==> config.mk <==
export PLATFORM = sky130hd
export DESIGN_NAME = date_difference_days_unit
export DESIGN_NICKNAME = d
export VERILOG_FILES = /design/src/rtl/ddd_pkg.sv /design/src/rtl/date_difference_days_unit.sv /design/src/rtl/ddd_day_number.sv
export SDC_FILE = /design/constraint.sdc
export NUM_CORES = 1
export LEC_CHECK = 0
export BUFFER_PORTS_ARGS = -buffer_cell sky130_fd_sc_hd__buf_2
export CORE_MARGIN = 2
export CORE_UTILIZATION = 35
export CTS_CLUSTER_SIZE = 30
export DETAILED_ROUTE_END_ITERATION = 6
export SYNTH_ARGS = -nofsm -noshare
export SYNTH_HDL_FRONTEND = slang
export SYNTH_SLANG_ARGS = --single-unit
==> constraint.sdc <==
create_clock -name clock -period 6.3 [get_ports clock]
set_input_delay 0.63 -clock clock [delete_from_list [all_inputs] [get_ports clock]]
set_output_delay 0.63 -clock clock [all_outputs]
set_load 0.02 [all_outputs]
==> src/rtl/ddd_pkg.sv <==
// ----------------------------------------------------------------------------
// ddd_pkg
// Shared types, constants and calendar tables for the Gregorian day count.
// ----------------------------------------------------------------------------
package ddd_pkg;

   localparam int DAY_W   = 5;
   localparam int MONTH_W = 4;
   localparam int YEAR_W  = 14;
   localparam int NUM_W   = 22;   // day number, 0001-01-01 is day 1
   localparam int DBM_W   = 9;    // days before month, up to 334

   localparam logic [YEAR_W-1:0]  YEAR_MIN  = 14'd1;
   localparam logic [YEAR_W-1:0]  YEAR_MAX  = 14'd9999;
   localparam logic [MONTH_W-1:0] MONTH_MIN = 4'd1;
   localparam logic [MONTH_W-1:0] MONTH_MAX = 4'd12;
   localparam logic [MONTH_W-1:0] MONTH_FEB = 4'd2;
   localparam logic [DAY_W-1:0]   DAY_MIN   = 5'd1;

   // floor(p / 100) = (p * 5243) >> 19, exact for p below 2^14
   localparam int                 DIV100_W     = 27;
   localparam logic [DIV100_W-1:0] DIV100_MUL  = 27'd5243;
   localparam int                 DIV100_SHIFT = 19;
   localparam int                 QUOT_W       = 7;   // p / 100 is at most 99
   localparam logic [QUOT_W-1:0]  REM_CENTURY  = 7'd99;

   localparam logic [NUM_W-1:0]   DAYS_PER_YEAR = 22'd365;

   // configuration register indexes
   localparam int CSR_ADDR_W = 2;
   localparam logic [CSR_ADDR_W-1:0] CSR_REF_DAY   = 2'd0;
   localparam logic [CSR_ADDR_W-1:0] CSR_REF_MONTH = 2'd1;
   localparam logic [CSR_ADDR_W-1:0] CSR_REF_YEAR  = 2'd2;

   localparam logic [DAY_W-1:0]   REF_DAY_RESET   = 5'd17;
   localparam logic [MONTH_W-1:0] REF_MONTH_RESET = 4'd9;
   localparam logic [YEAR_W-1:0]  REF_YEAR_RESET  = 14'd2020;

   typedef struct packed {
      logic [YEAR_W-1:0]  year;
      logic [MONTH_W-1:0] month;
      logic [DAY_W-1:0]   day;
   } date_type;

   // load enables of the four day-number stages
   typedef struct packed {
      logic s4;
      logic s3;
      logic s2;
      logic s1;
   } stage_en_type;

   function automatic logic [DAY_W-1:0] month_len(input logic [MONTH_W-1:0] m);
      logic [DAY_W-1:0] len;
      case (m)
         4'd1, 4'd3, 4'd5, 4'd7, 4'd8, 4'd10, 4'd12: len = 5'd31;
         4'd4, 4'd6, 4'd9, 4'd11:                    len = 5'd30;
         4'd2:                                       len = 5'd28;
         default:                                    len = 5'd0;
      endcase
      return len;
   endfunction

   function automatic logic [DBM_W-1:0] days_before(input logic [MONTH_W-1:0] m);
      logic [DBM_W-1:0] n;
      case (m)
         4'd1:    n = 9'd0;
         4'd2:    n = 9'd31;
         4'd3:    n = 9'd59;
         4'd4:    n = 9'd90;
         4'd5:    n = 9'd120;
         4'd6:    n = 9'd151;
         4'd7:    n = 9'd181;
         4'd8:    n = 9'd212;
         4'd9:    n = 9'd243;
         4'd10:   n = 9'd273;
         4'd11:   n = 9'd304;
         4'd12:   n = 9'd334;
         default: n = 9'd0;
      endcase
      return n;
   endfunction

endpackage

==> src/rtl/date_difference_days_unit.sv <==
// Takes one date per cycle while the rsp side does not stall; an accepted req beat passes
// through a five-stage register chain to rsp_tvalid: four day-number stages and the
// compare/output stage. Each stage holds its own valid bit and loads when it is empty
// or its successor moves, so bubbles close up under a stalled rsp side.
// Synchronous reset clears every valid bit and loads the reference date 2020-09-17.
// ----------------------------------------------------------------------------
// date_difference_days_unit
// Inclusive Gregorian day count from each streamed start date to a reference date.
// ----------------------------------------------------------------------------
module date_difference_days_unit (
   input  logic                              clock,
   input  logic                              reset,
   input  logic                              req_tvalid,
   output logic                              req_tready,
   input  logic [23:0]                       req_tdata,  // in_day, in_month, in_year, pad
   output logic                              rsp_tvalid,
   input  logic                              rsp_tready,
   output logic [23:0]                       rsp_tdata,  // day_count, pad
   output logic                              rsp_tuser,  // order_error
   input  logic                              csr_we,
   input  logic [ddd_pkg::CSR_ADDR_W-1:0]    csr_addr,
   input  logic [ddd_pkg::YEAR_W-1:0]        csr_wdata
);

   localparam int STAGES = 5;

   logic [ddd_pkg::DAY_W-1:0]   ref_day_ff;
   logic [ddd_pkg::MONTH_W-1:0] ref_month_ff;
   logic [ddd_pkg::YEAR_W-1:0]  ref_year_ff;

   logic [STAGES-1:0] valid_ff, valid_in;
   logic [STAGES-1:0] stage_rdy;

   ddd_pkg::stage_en_type stage_en;
   ddd_pkg::date_type     from_date, stop_date;
   logic [ddd_pkg::NUM_W-1:0] start_num, stop_num;

   logic [ddd_pkg::NUM_W-1:0] count_ff, count_in;
   logic                      order_err_ff, order_err_in;

   always_ff @(posedge clock) begin
      if (reset) begin
         ref_day_ff   <= ddd_pkg::REF_DAY_RESET;
         ref_month_ff <= ddd_pkg::REF_MONTH_RESET;
         ref_year_ff  <= ddd_pkg::REF_YEAR_RESET;
      end else if (csr_we) begin
         case (csr_addr)
            ddd_pkg::CSR_REF_DAY:   ref_day_ff   <= csr_wdata[ddd_pkg::DAY_W-1:0];
            ddd_pkg::CSR_REF_MONTH: ref_month_ff <= csr_wdata[ddd_pkg::MONTH_W-1:0];
            ddd_pkg::CSR_REF_YEAR:  ref_year_ff  <= csr_wdata;
            default: ;
         endcase
      end
   end

   // a stage may load when it is empty or its content moves on
   always_comb begin
      stage_rdy[STAGES-1] = !valid_ff[STAGES-1] || rsp_tready;
      for (int i = STAGES - 2; i >= 0; i--) begin
         stage_rdy[i] = !valid_ff[i] || stage_rdy[i+1];
      end
      valid_in[0] = stage_rdy[0] ? req_tvalid : valid_ff[0];
      for (int i = 1; i < STAGES; i++) begin
         valid_in[i] = stage_rdy[i] ? valid_ff[i-1] : valid_ff[i];
      end
   end

   always_ff @(posedge clock) begin
      if (reset) begin
         valid_ff <= '0;
      end else begin
         valid_ff <= valid_in;
      end
   end

   assign req_tready  = stage_rdy[0];
   assign stage_en.s1 = stage_rdy[0];
   assign stage_en.s2 = stage_rdy[1];
   assign stage_en.s3 = stage_rdy[2];
   assign stage_en.s4 = stage_rdy[3];

   assign from_date.day   = req_tdata[4:0];
   assign from_date.month = req_tdata[8:5];
   assign from_date.year  = req_tdata[22:9];

   // the reference enters with each beat, so a beat always sees the registers
   // as they stood when it was taken
   assign stop_date.day   = ref_day_ff;
   assign stop_date.month = ref_month_ff;
   assign stop_date.year  = ref_year_ff;

   ddd_day_number u_start_num (
      .clock    (clock),
      .stage_en (stage_en),
      .date_in  (from_date),
      .day_num  (start_num)
   );

   ddd_day_number u_stop_num (
      .clock    (clock),
      .stage_en (stage_en),
      .date_in  (stop_date),
      .day_num  (stop_num)
   );

   always_comb begin
      order_err_in = start_num > stop_num;
      if (order_err_in) begin
         count_in = '0;
      end else begin
         count_in = stop_num - start_num + ddd_pkg::NUM_W'(1);
      end
   end

   always_ff @(posedge clock) begin
      if (stage_rdy[STAGES-1]) begin
         count_ff     <= count_in;
         order_err_ff <= order_err_in;
      end
   end

   assign rsp_tvalid = valid_ff[STAGES-1];
   assign rsp_tdata  = {2'b00, count_ff};
   assign rsp_tuser  = order_err_ff;

`ifndef NO_ASSERTIONS
   a_err_zero_count : assert property (@(posedge clock) disable iff (reset)
      (rsp_tvalid && rsp_tuser) |-> (rsp_tdata == '0))
      else $error("order error beat with a nonzero count");

   a_ok_nonzero_count : assert property (@(posedge clock) disable iff (reset)
      (rsp_tvalid && !rsp_tuser) |-> (rsp_tdata != '0))
      else $error("in-order beat with a zero count");

   a_full_blocks_req : assert property (@(posedge clock) disable iff (reset)
      ((&valid_ff) && !rsp_tready) |-> !req_tready)
      else $error("full pipeline took a req beat under stall");

   a_reset_clears : assert property (@(posedge clock)
      $past(reset) |-> (valid_ff == '0))
      else $error("valid bits not cleared by reset");

   a_stall_holds_count : assert property (@(posedge clock) disable iff (reset)
      (rsp_tvalid && !rsp_tready) |=> (rsp_tvalid && $stable(count_ff)
                                       && $stable(order_err_ff)))
      else $error("stalled result changed inside the output stage");
`endif

endmodule

==> src/rtl/ddd_day_number.sv <==
// ----------------------------------------------------------------------------
// ddd_day_number
// Four-stage pipeline from a raw date to its closed-form Gregorian day number.
// ----------------------------------------------------------------------------
module ddd_day_number (
   input  logic                          clock,
   input  ddd_pkg::stage_en_type         stage_en,
   input  ddd_pkg::date_type             date_in,
   output logic [ddd_pkg::NUM_W-1:0]     day_num
);

   // stage 1: clamp year and month, form p = year - 1
   logic [ddd_pkg::YEAR_W-1:0]  s1_p_ff,     s1_p_in;
   logic [ddd_pkg::MONTH_W-1:0] s1_month_ff, s1_month_in;
   logic [ddd_pkg::DAY_W-1:0]   s1_day_ff;

   // stage 2: reciprocal product and 365 * p
   logic [ddd_pkg::DIV100_W-1:0] s2_prod_ff, s2_prod_in;
   logic [ddd_pkg::NUM_W-1:0]    s2_p365_ff, s2_p365_in;
   logic [ddd_pkg::YEAR_W-1:0]   s2_p_ff;
   logic [ddd_pkg::MONTH_W-1:0]  s2_month_ff;
   logic [ddd_pkg::DAY_W-1:0]    s2_day_ff;

   // stage 3: century quotient, leap flag, clamp day
   logic [ddd_pkg::QUOT_W-1:0]  s3_q100_ff, s3_q100_in;
   logic [ddd_pkg::NUM_W-1:0]   s3_base_ff, s3_base_in;
   logic [ddd_pkg::DBM_W-1:0]   s3_dbm_ff,  s3_dbm_in;
   logic                        s3_adj_ff,  s3_adj_in;
   logic [ddd_pkg::DAY_W-1:0]   s3_day_ff,  s3_day_in;

   // stage 4: final sum
   logic [ddd_pkg::NUM_W-1:0]   s4_num_ff,  s4_num_in;

   logic [ddd_pkg::YEAR_W-1:0]  year_sat;
   logic [ddd_pkg::YEAR_W-1:0]  cent_part;
   logic [ddd_pkg::QUOT_W-1:0]  r100;
   logic                        leap;
   logic [ddd_pkg::DAY_W-1:0]   day_lim;

   always_comb begin
      if (date_in.year < ddd_pkg::YEAR_MIN) begin
         year_sat = ddd_pkg::YEAR_MIN;
      end else if (date_in.year > ddd_pkg::YEAR_MAX) begin
         year_sat = ddd_pkg::YEAR_MAX;
      end else begin
         year_sat = date_in.year;
      end
      s1_p_in = year_sat - ddd_pkg::YEAR_MIN;
      if (date_in.month < ddd_pkg::MONTH_MIN) begin
         s1_month_in = ddd_pkg::MONTH_MIN;
      end else if (date_in.month > ddd_pkg::MONTH_MAX) begin
         s1_month_in = ddd_pkg::MONTH_MAX;
      end else begin
         s1_month_in = date_in.month;
      end
   end

   assign s2_prod_in = ddd_pkg::DIV100_W'(s1_p_ff) * ddd_pkg::DIV100_MUL;
   assign s2_p365_in = ddd_pkg::NUM_W'(s1_p_ff) * ddd_pkg::DAYS_PER_YEAR;

   always_comb begin
      s3_q100_in = s2_prod_ff[ddd_pkg::DIV100_SHIFT +: ddd_pkg::QUOT_W];
      cent_part  = ddd_pkg::YEAR_W'(s3_q100_in) * 14'd100;
      r100       = ddd_pkg::QUOT_W'(s2_p_ff - cent_part);
      // year = p + 1: divisible by 4 when p mod 4 is 3, by 100 when p mod 100 is 99,
      // by 400 when in addition the century count mod 4 is 3
      leap = ((s2_p_ff[1:0] == 2'd3) && (r100 != ddd_pkg::REM_CENTURY)) ||
             ((r100 == ddd_pkg::REM_CENTURY) && (s3_q100_in[1:0] == 2'd3));
      day_lim = ddd_pkg::month_len(s2_month_ff) +
                ddd_pkg::DAY_W'((s2_month_ff == ddd_pkg::MONTH_FEB) && leap);
      if (s2_day_ff < ddd_pkg::DAY_MIN) begin
         s3_day_in = ddd_pkg::DAY_MIN;
      end else if (s2_day_ff > day_lim) begin
         s3_day_in = day_lim;
      end else begin
         s3_day_in = s2_day_ff;
      end
      s3_base_in = s2_p365_ff + ddd_pkg::NUM_W'(s2_p_ff[ddd_pkg::YEAR_W-1:2]);
      s3_dbm_in  = ddd_pkg::days_before(s2_month_ff);
      s3_adj_in  = leap && (s2_month_ff > ddd_pkg::MONTH_FEB);
   end

   assign s4_num_in = s3_base_ff - ddd_pkg::NUM_W'(s3_q100_ff)
                    + ddd_pkg::NUM_W'(s3_q100_ff[ddd_pkg::QUOT_W-1:2])
                    + ddd_pkg::NUM_W'(s3_dbm_ff) + ddd_pkg::NUM_W'(s3_adj_ff)
                    + ddd_pkg::NUM_W'(s3_day_ff);

   always_ff @(posedge clock) begin
      if (stage_en.s1) begin
         s1_p_ff     <= s1_p_in;
         s1_month_ff <= s1_month_in;
         s1_day_ff   <= date_in.day;
      end
      if (stage_en.s2) begin
         s2_prod_ff  <= s2_prod_in;
         s2_p365_ff  <= s2_p365_in;
         s2_p_ff     <= s1_p_ff;
         s2_month_ff <= s1_month_ff;
         s2_day_ff   <= s1_day_ff;
      end
      if (stage_en.s3) begin
         s3_q100_ff <= s3_q100_in;
         s3_base_ff <= s3_base_in;
         s3_dbm_ff  <= s3_dbm_in;
         s3_adj_ff  <= s3_adj_in;
         s3_day_ff  <= s3_day_in;
      end
      if (stage_en.s4) begin
         s4_num_ff <= s4_num_in;
      end
   end

   assign day_num = s4_num_ff;

endmodule

==> run metrics, run 1 <==
Residual DRC=0; actual slew at the worst max-slew pin=1190 ps; initial cell density of the core=35.5%; maximum number of pins on one net before global-route repair=89; path class of the lowest-slack min-delay path=input port to register; clock buffer count from CTS=42; worst-case setup margin in the final layout=881 ps; Inserted Diodes=0; crit path launch type=register; Arr. time, crit path=5730 ps; number of buffers inserted by port buffering=68; number of rows in the core area=107; number of hold buffers added after cts=0; nature of the critical path endpoint=register; number of warnings reported in the yosys synthesis log=0; TritonRoute pass-1 iters=5; vias in the first global route=19300; Layout fillers=8325; run status=complete, no violations; first-pass GRT wire length=97.5 mm; die width=298 µm; CP cell instances=ha_1 > inv_1 > fa_1 > inv_1 > fa_1 > inv_1 > fa_1 > fa_1 > inv_1 > ha_1 > a21o_1 > a21o_1 > a21o_1 > a221oi_1 > o31ai_1 > buf_4 > a21oi_1 > xnor2_1; number of enable flip-flop cells after synthesis=301; Critical path buffers and inverters=5; share of the core filled with cells in the final layout=39.1%; Maximum Capacitance Violations=0; fraction of final layout cells with drive strength greater than 1=5.56%; Slew HR=20.9%; sink count of the clock tree=335; area of the core region=85500 µm²; Synth Cell Area=30300 µm²; count of unique library cells instantiated by Yosys=80; launch instance of the worst min-delay path=req_tdata[4]; share of flip-flops with an asynchronous set or reset after synthesis=0%; worst setup path startpoint=u_stop_num.s1_p_ff[8]; critical path type=register to register; register bit count reported by yosys=335; Die Y-Extent=298 µm; total setup buffers inserted after CTS=0; most common library cell in the layout ignoring fill and taps=sky130_fd_sc_hd__inv_1; placement-stage cell area=32100 µm²; number of top-level design ports=72; Routability Congestion=0.824; RSZ-0062 raised after global routing=false; GRT Overall Usage=13.3%; final setup violation count=0; number of antenna violations at the first check in global routing=4; Reg-to-Reg Start=u_stop_num.s1_p_ff[8]; largest stage delay on the critical path=560 ps; cell area after layout=33400 µm²; gate family responsible for the most delay along the worst path=adder cells; first-iteration detailed-routing DRC count=848; leftover overflow at the end of global routing=0; die area=89000 µm²; clock transition at the registers of the reported paths=60 ps; CTS root buffer=sky130_fd_sc_hd__clkbuf_16; share of the clock period used by the worst path=86.0%; aggregate negative setup slack=0 ps; area added between synthesis and finish=10.2%; Fmax achieved=185 MHz; final antenna-violating net count=0; most instantiated flip-flop cell in the synthesis netlist=sky130_fd_sc_hd__edfxtp_1; number of cells produced by synthesis=2859; register area share after synthesis=32.0%; Clock Path Buffers=3; clock tree from TritonCTS=done; DR vias=19200; skew final=27.7 ps; number of vias per cell after detailed routing=4.65; Worst Path Max Fanout=7; highest-count cells in the layout ignoring fill and taps=623 x sky130_fd_sc_hd__inv_1, 491 x sky130_fd_sc_hd__ha_1, 301 x sky130_fd_sc_hd__edfxtp_1; worst-skew pair later-pin latency=570 ps; total length of routed wires=57.4 mm; required time of the critical path=6610 ps; Avg Synthesized Cell Area=10.6 µm²; CTS H-Tree Depth=2; clock period minus worst slack=5420 ps; final hold violation count=0; number of gates resized after cts=0; wire per inst=13.9 µm; worst-path cell with the longest stage delay=sky130_fd_sc_hd__fa_1; post-detailed-placement half-perimeter wirelength=47.6 mm; number of slew-limit violations in the final report=0; Final nets=3736; placement-stage worst setup slack=911 ps
-- cell type report --
| cell class | instances | area (µm²) | area share [%] |
|---|---|---|---|
| clock inverter | 24 | 248 | 0.741 |
| multi-input combinational | 1871 | 18200 | 54.3 |
| clock buffer | 52 | 1110 | 3.31 |
| tap | 1144 | 1430 | 4.28 |
| timing repair buffer | 78 | 415 | 1.24 |
| sequential | 335 | 9720 | 29.1 |
| inverter | 627 | 2360 | 7.05 |
-- cell families (layout without fill, tap and decap cells) --
| kind of cell | count (synthesis) | count (layout) | synth area share [%] |
|---|---|---|---|
| fa+ha+maj | 736 | 736 | 36.4 |
| mux | 29 | 29 | 1.06 |
| simple gates | 518 | 518 | 8.48 |
| compound gates | 427 | 427 | 9.22 |
| buf+inv | 654 | 781 | 8.17 |
| xor+xnor | 159 | 159 | 4.59 |
| other cells | 1 | 2 | 0.0124 |
| flops | 335 | 335 | 32.0 |
-- per-stage QoR --
step	hold WS, ps	instances
after floorplan	400	2860
after global routing	239	4131
after detailed placement	405	4055
after CTS	229	4131
after global placement	403	4055
final	262	4131
-- cells in the mapped netlist, types with 24 or more instances --
cell	number	area share, %
sky130_fd_sc_hd__a211oi_1	24	0.59
sky130_fd_sc_hd__a21o_1	57	1.4
sky130_fd_sc_hd__a21oi_1	113	1.9
sky130_fd_sc_hd__dfxtp_1	34	2.2
sky130_fd_sc_hd__edfxtp_1	301	30
sky130_fd_sc_hd__fa_1	245	16
sky130_fd_sc_hd__ha_1	491	20
sky130_fd_sc_hd__inv_1	623	7.7
sky130_fd_sc_hd__nand2_1	105	1.3
sky130_fd_sc_hd__nand3_1	34	0.56
sky130_fd_sc_hd__nor2_1	159	2.0
sky130_fd_sc_hd__nor2b_1	33	0.68
sky130_fd_sc_hd__nor3_1	51	0.84
sky130_fd_sc_hd__o21a_1	25	0.62
sky130_fd_sc_hd__o21ai_0	37	0.61
sky130_fd_sc_hd__o21ai_1	44	0.73
sky130_fd_sc_hd__xnor2_1	112	3.2
sky130_fd_sc_hd__xor2_1	47	1.4
-- registers in the layout, indices dropped and copies added (netlist names), 7 cells and up, named ones only --
signal and count:
u_stop_num.s2_p_ff 14, u_start_num.s1_p_ff 14, count_ff 22, u_start_num.s2_p365_ff 20, u_start_num.s3_base_ff 22, u_start_num.s3_dbm_ff 9
u_stop_num.s3_q100_ff 7, u_start_num.s3_q100_ff 7, u_stop_num.s2_prod_ff 7, u_start_num.day_num 22, u_stop_num.s2_p365_ff 20, u_stop_num.s3_dbm_ff 9
u_stop_num.s3_base_ff 22, u_start_num.s2_prod_ff 7, ref_year_ff 14, u_start_num.s2_p_ff 14, u_stop_num.s1_p_ff 14, u_stop_num.day_num 22
-- worst reg2reg max path: cells and delay by family (launching register included) --
kind | cells | cell delay, ps
AO/OA/AOI/OAI | 6 | 1290
XOR/XNOR | 1 | 80
buffers and inverters | 5 | 460
flip-flops | 1 | 550
adder cells (fa/ha/maj) | 6 | 2780
-- per-layer routing --
metal	part of all wire (%)	track usage, %	up-vias
li1	-	-	9857
met2	44	21.4	209
met1	51	19.3	9092
met4	1.7	2.87	4
met3	2.6	1.54	65
met5	0.047	0	-
-- worst paths after layout --
| check | to | depth (start not counted) | slack, ps |
|---|---|---|---|
| worst max-delay path | u_stop_num.s2_prod_ff[24] | 18 | 880 |
| worst max register to register | u_stop_num.s2_prod_ff[24] | 18 | 880 |
| worst min register to register | u_start_num.s2_day_ff[1] | 0 | 420 |
| worst min-delay path | u_start_num.s1_day_ff[4] | 1 | 260 |
Power of run 1 is not shown: default switching activity piles up to over one toggle a cycle in this logic, so the estimate is an artifact.
==> run 2, diff against run 1 <==
Settings changed: SYNTH_HIERARCHICAL set to 1.
==> run 2 against run 1 <==
  * Clock skew down 13 ps
  * Synthesized cell count up 1.2%
  * Clock-buffer cell count up 4
  * Core utilization down 0.39 points
  * Wire length up 4.0%
  * Non-clock buffer count up 1
  * Register-to-register slack worse by 96 ps
  * First-iteration DRC count up 3.5%
  * Worst hold slack worse by 14 ps
  * Flip-flop and latch count unchanged
  * Worst setup slack worse by 96 ps
  * Design area up 0.54%
  * Largest cell class unchanged
  * Highest routed layer is now met4
==> run metrics, run 2 <==
run status=complete, no violations; Arr. time, crit path=5820 ps; number of rows in the core area=108; die width=300 µm; register area share after synthesis=31.7%; aggregate negative setup slack=0 ps; Fmax achieved=181 MHz; number of buffers inserted by port buffering=68; Residual DRC=0; Hold Path Cell Cnt=1; post-detailed-placement half-perimeter wirelength=49.4 mm; top cells by area, synth=sky130_fd_sc_hd__edfxtp_1 29%, sky130_fd_sc_hd__ha_1 20%, sky130_fd_sc_hd__fa_1 16%, sky130_fd_sc_hd__inv_1 7.6%, sky130_fd_sc_hd__xnor2_1 3.6%; number of top-level design ports=72; Synth Cell Area=30700 µm²; Slew HR=33.4%; Die Y-Extent=300 µm; vias in the first global route=19400; TritonRoute pass-1 iters=4; area of the core region=86900 µm²; Maximum Capacitance Violations=0; maximum number of pins on one net before global-route repair=52; number of warnings reported in the yosys synthesis log=6; nature of the critical path endpoint=register; most numerous cell in the Yosys netlist=sky130_fd_sc_hd__inv_1; Inserted Diodes=0; CTS root buffer=sky130_fd_sc_hd__clkbuf_16; sink count of the clock tree=335; Worst Path Max Fanout=7; share of flip-flops with an asynchronous set or reset after synthesis=0%; die area=90100 µm²; wire per inst=14.4 µm; worst-case setup margin in the final layout=785 ps; CTS H-Tree Depth=2; path class of the lowest-slack min-delay path=input port to register; most common library cell in the layout ignoring fill and taps=sky130_fd_sc_hd__inv_1; Avg Synthesized Cell Area=10.6 µm²; highest-count cells in the layout ignoring fill and taps=619 x sky130_fd_sc_hd__inv_1, 488 x sky130_fd_sc_hd__ha_1, 301 x sky130_fd_sc_hd__edfxtp_1; number of hold buffers added after cts=0; initial cell density of the core=35.3%; clock transition at the registers of the reported paths=70 ps; share of the clock period used by the worst path=87.5%; clock tree from TritonCTS=done; total setup buffers inserted after CTS=0; area added between synthesis and finish=9.51%; number of enable flip-flop cells after synthesis=301; DR vias=19500; number of antenna violations at the first check in global routing=3; first-pass GRT wire length=99.0 mm; clock period minus worst slack=5520 ps; number of gates resized after cts=0; total length of routed wires=59.7 mm; critical path type=register to register; skew final=14.4 ps; Routability Congestion=0.860; GRT Overall Usage=13.5%; fraction of final layout cells with drive strength greater than 1=6.09%; final setup violation count=0; placement-stage worst setup slack=831 ps; final hold violation count=0; number of vias per cell after detailed routing=4.68; actual slew at the worst max-slew pin=997 ps; count of unique library cells instantiated by Yosys=93; most instantiated flip-flop cell in the synthesis netlist=sky130_fd_sc_hd__edfxtp_1; Synth top area share=29.4%; RSZ-0062 raised after global routing=false; Clock Path Buffers=3; number of slew-limit violations in the final report=0; register bit count reported by yosys=335; required time of the critical path=6600 ps; clock buffer count from CTS=39; leftover overflow at the end of global routing=0; first-iteration detailed-routing DRC count=878; Layout fillers=8495; number of cells produced by synthesis=2892; top post-synthesis cells by count=620 x sky130_fd_sc_hd__inv_1, 488 x sky130_fd_sc_hd__ha_1, 301 x sky130_fd_sc_hd__edfxtp_1; crit path launch type=register; final antenna-violating net count=0; Final nets=3753; worst-skew pair later-pin latency=560 ps; library cell occupying the most area in the post-synthesis netlist=sky130_fd_sc_hd__edfxtp_1; r2r worst-path depth=17
[run 2: cell types whose count changed in the layout (fill, tap and decap cells not counted), sizes merged, moves of 11 or more]
cell	delta
a21oi	+29
a21o	-20
nor2	-15
xnor2	+14
nor3	-13
xor2	-13
nand2	+11
[run 2: cells by family after synthesis]
kind of cell | count (synthesis) | share of synthesized area, %
other | 1 | 0.0122
AND/OR/NAND/NOR | 499 | 8.14
buffers and inverters | 658 | 8.17
flip-flops | 335 | 31.7
AO/OA/AOI/OAI | 475 | 10.4
adder cells (fa/ha/maj) | 733 | 35.9
multiplexers | 30 | 1.10
XOR/XNOR | 161 | 4.66
[run 2: worst paths after layout]
kind                      startpoint                          to  slack [ps]
max          u_start_num/s1_p_ff[12]  u_start_num/s2_prod_ff[25]         780
min                     req_tdata[0]    u_start_num/s1_day_ff[0]         250
max reg2reg  u_start_num/s1_p_ff[12]  u_start_num/s2_prod_ff[25]         780
min reg2reg  u_stop_num/s1_day_ff[1]     u_stop_num/s2_day_ff[1]         410
[run 2: per-layer routing]
metal	global-route usage, %	wire, µm	part of all wire (%)	vias to the layer above
li1	-	-	-	9997
met1	20.2	30700	51	9170
met2	20.9	26000	43	254
met3	1.76	2180	3.6	67
met4	2.85	915	1.5	0
met5	0	0	0	-
[run 2: final cells by class]
| type | instances | area (µm²) | share of cell area (%) |
|---|---|---|---|
| clock inverters | 15 | 109 | 0.324 |
| flip-flops and latches | 335 | 9720 | 28.9 |
| inverters | 620 | 2330 | 6.93 |
| repair buffers | 79 | 423 | 1.26 |
| clock buffers | 56 | 1100 | 3.28 |
| well taps | 1155 | 1450 | 4.30 |
| multi-input cells | 1900 | 18500 | 55.0 |
[run 2: per-stage QoR]
stage | utilization (%) | hold WS [ps] | instance area, µm² | instances
floorplan | - | 400 | 30700 | 2893
global placement | 37.3 | 402 | 32400 | 4089
detailed placement | 37.3 | 405 | 32400 | 4089
CTS | 38.7 | 208 | 33600 | 4160
global route | 38.7 | 218 | 33600 | 4160
finish | 38.7 | 248 | 33600 | 4160
[run 2: critical path, stage by stage, from the launching register on]
cell and delay [ps]:
sky130_fd_sc_hd__edfxtp_1 590, sky130_fd_sc_hd__ha_1 450, sky130_fd_sc_hd__inv_1 130, sky130_fd_sc_hd__fa_1 560
sky130_fd_sc_hd__fa_1 540, sky130_fd_sc_hd__inv_1 50, sky130_fd_sc_hd__fa_1 480, sky130_fd_sc_hd__inv_1 60
sky130_fd_sc_hd__fa_1 530, sky130_fd_sc_hd__inv_1 50, sky130_fd_sc_hd__ha_1 350, sky130_fd_sc_hd__a21oi_1 190
sky130_fd_sc_hd__o211ai_1 130, sky130_fd_sc_hd__a21oi_1 300, sky130_fd_sc_hd__a211oi_1 150, sky130_fd_sc_hd__or3_1 430
sky130_fd_sc_hd__a21oi_1 200, sky130_fd_sc_hd__xnor2_1 80
Power of run 2 is left out for the same reason.
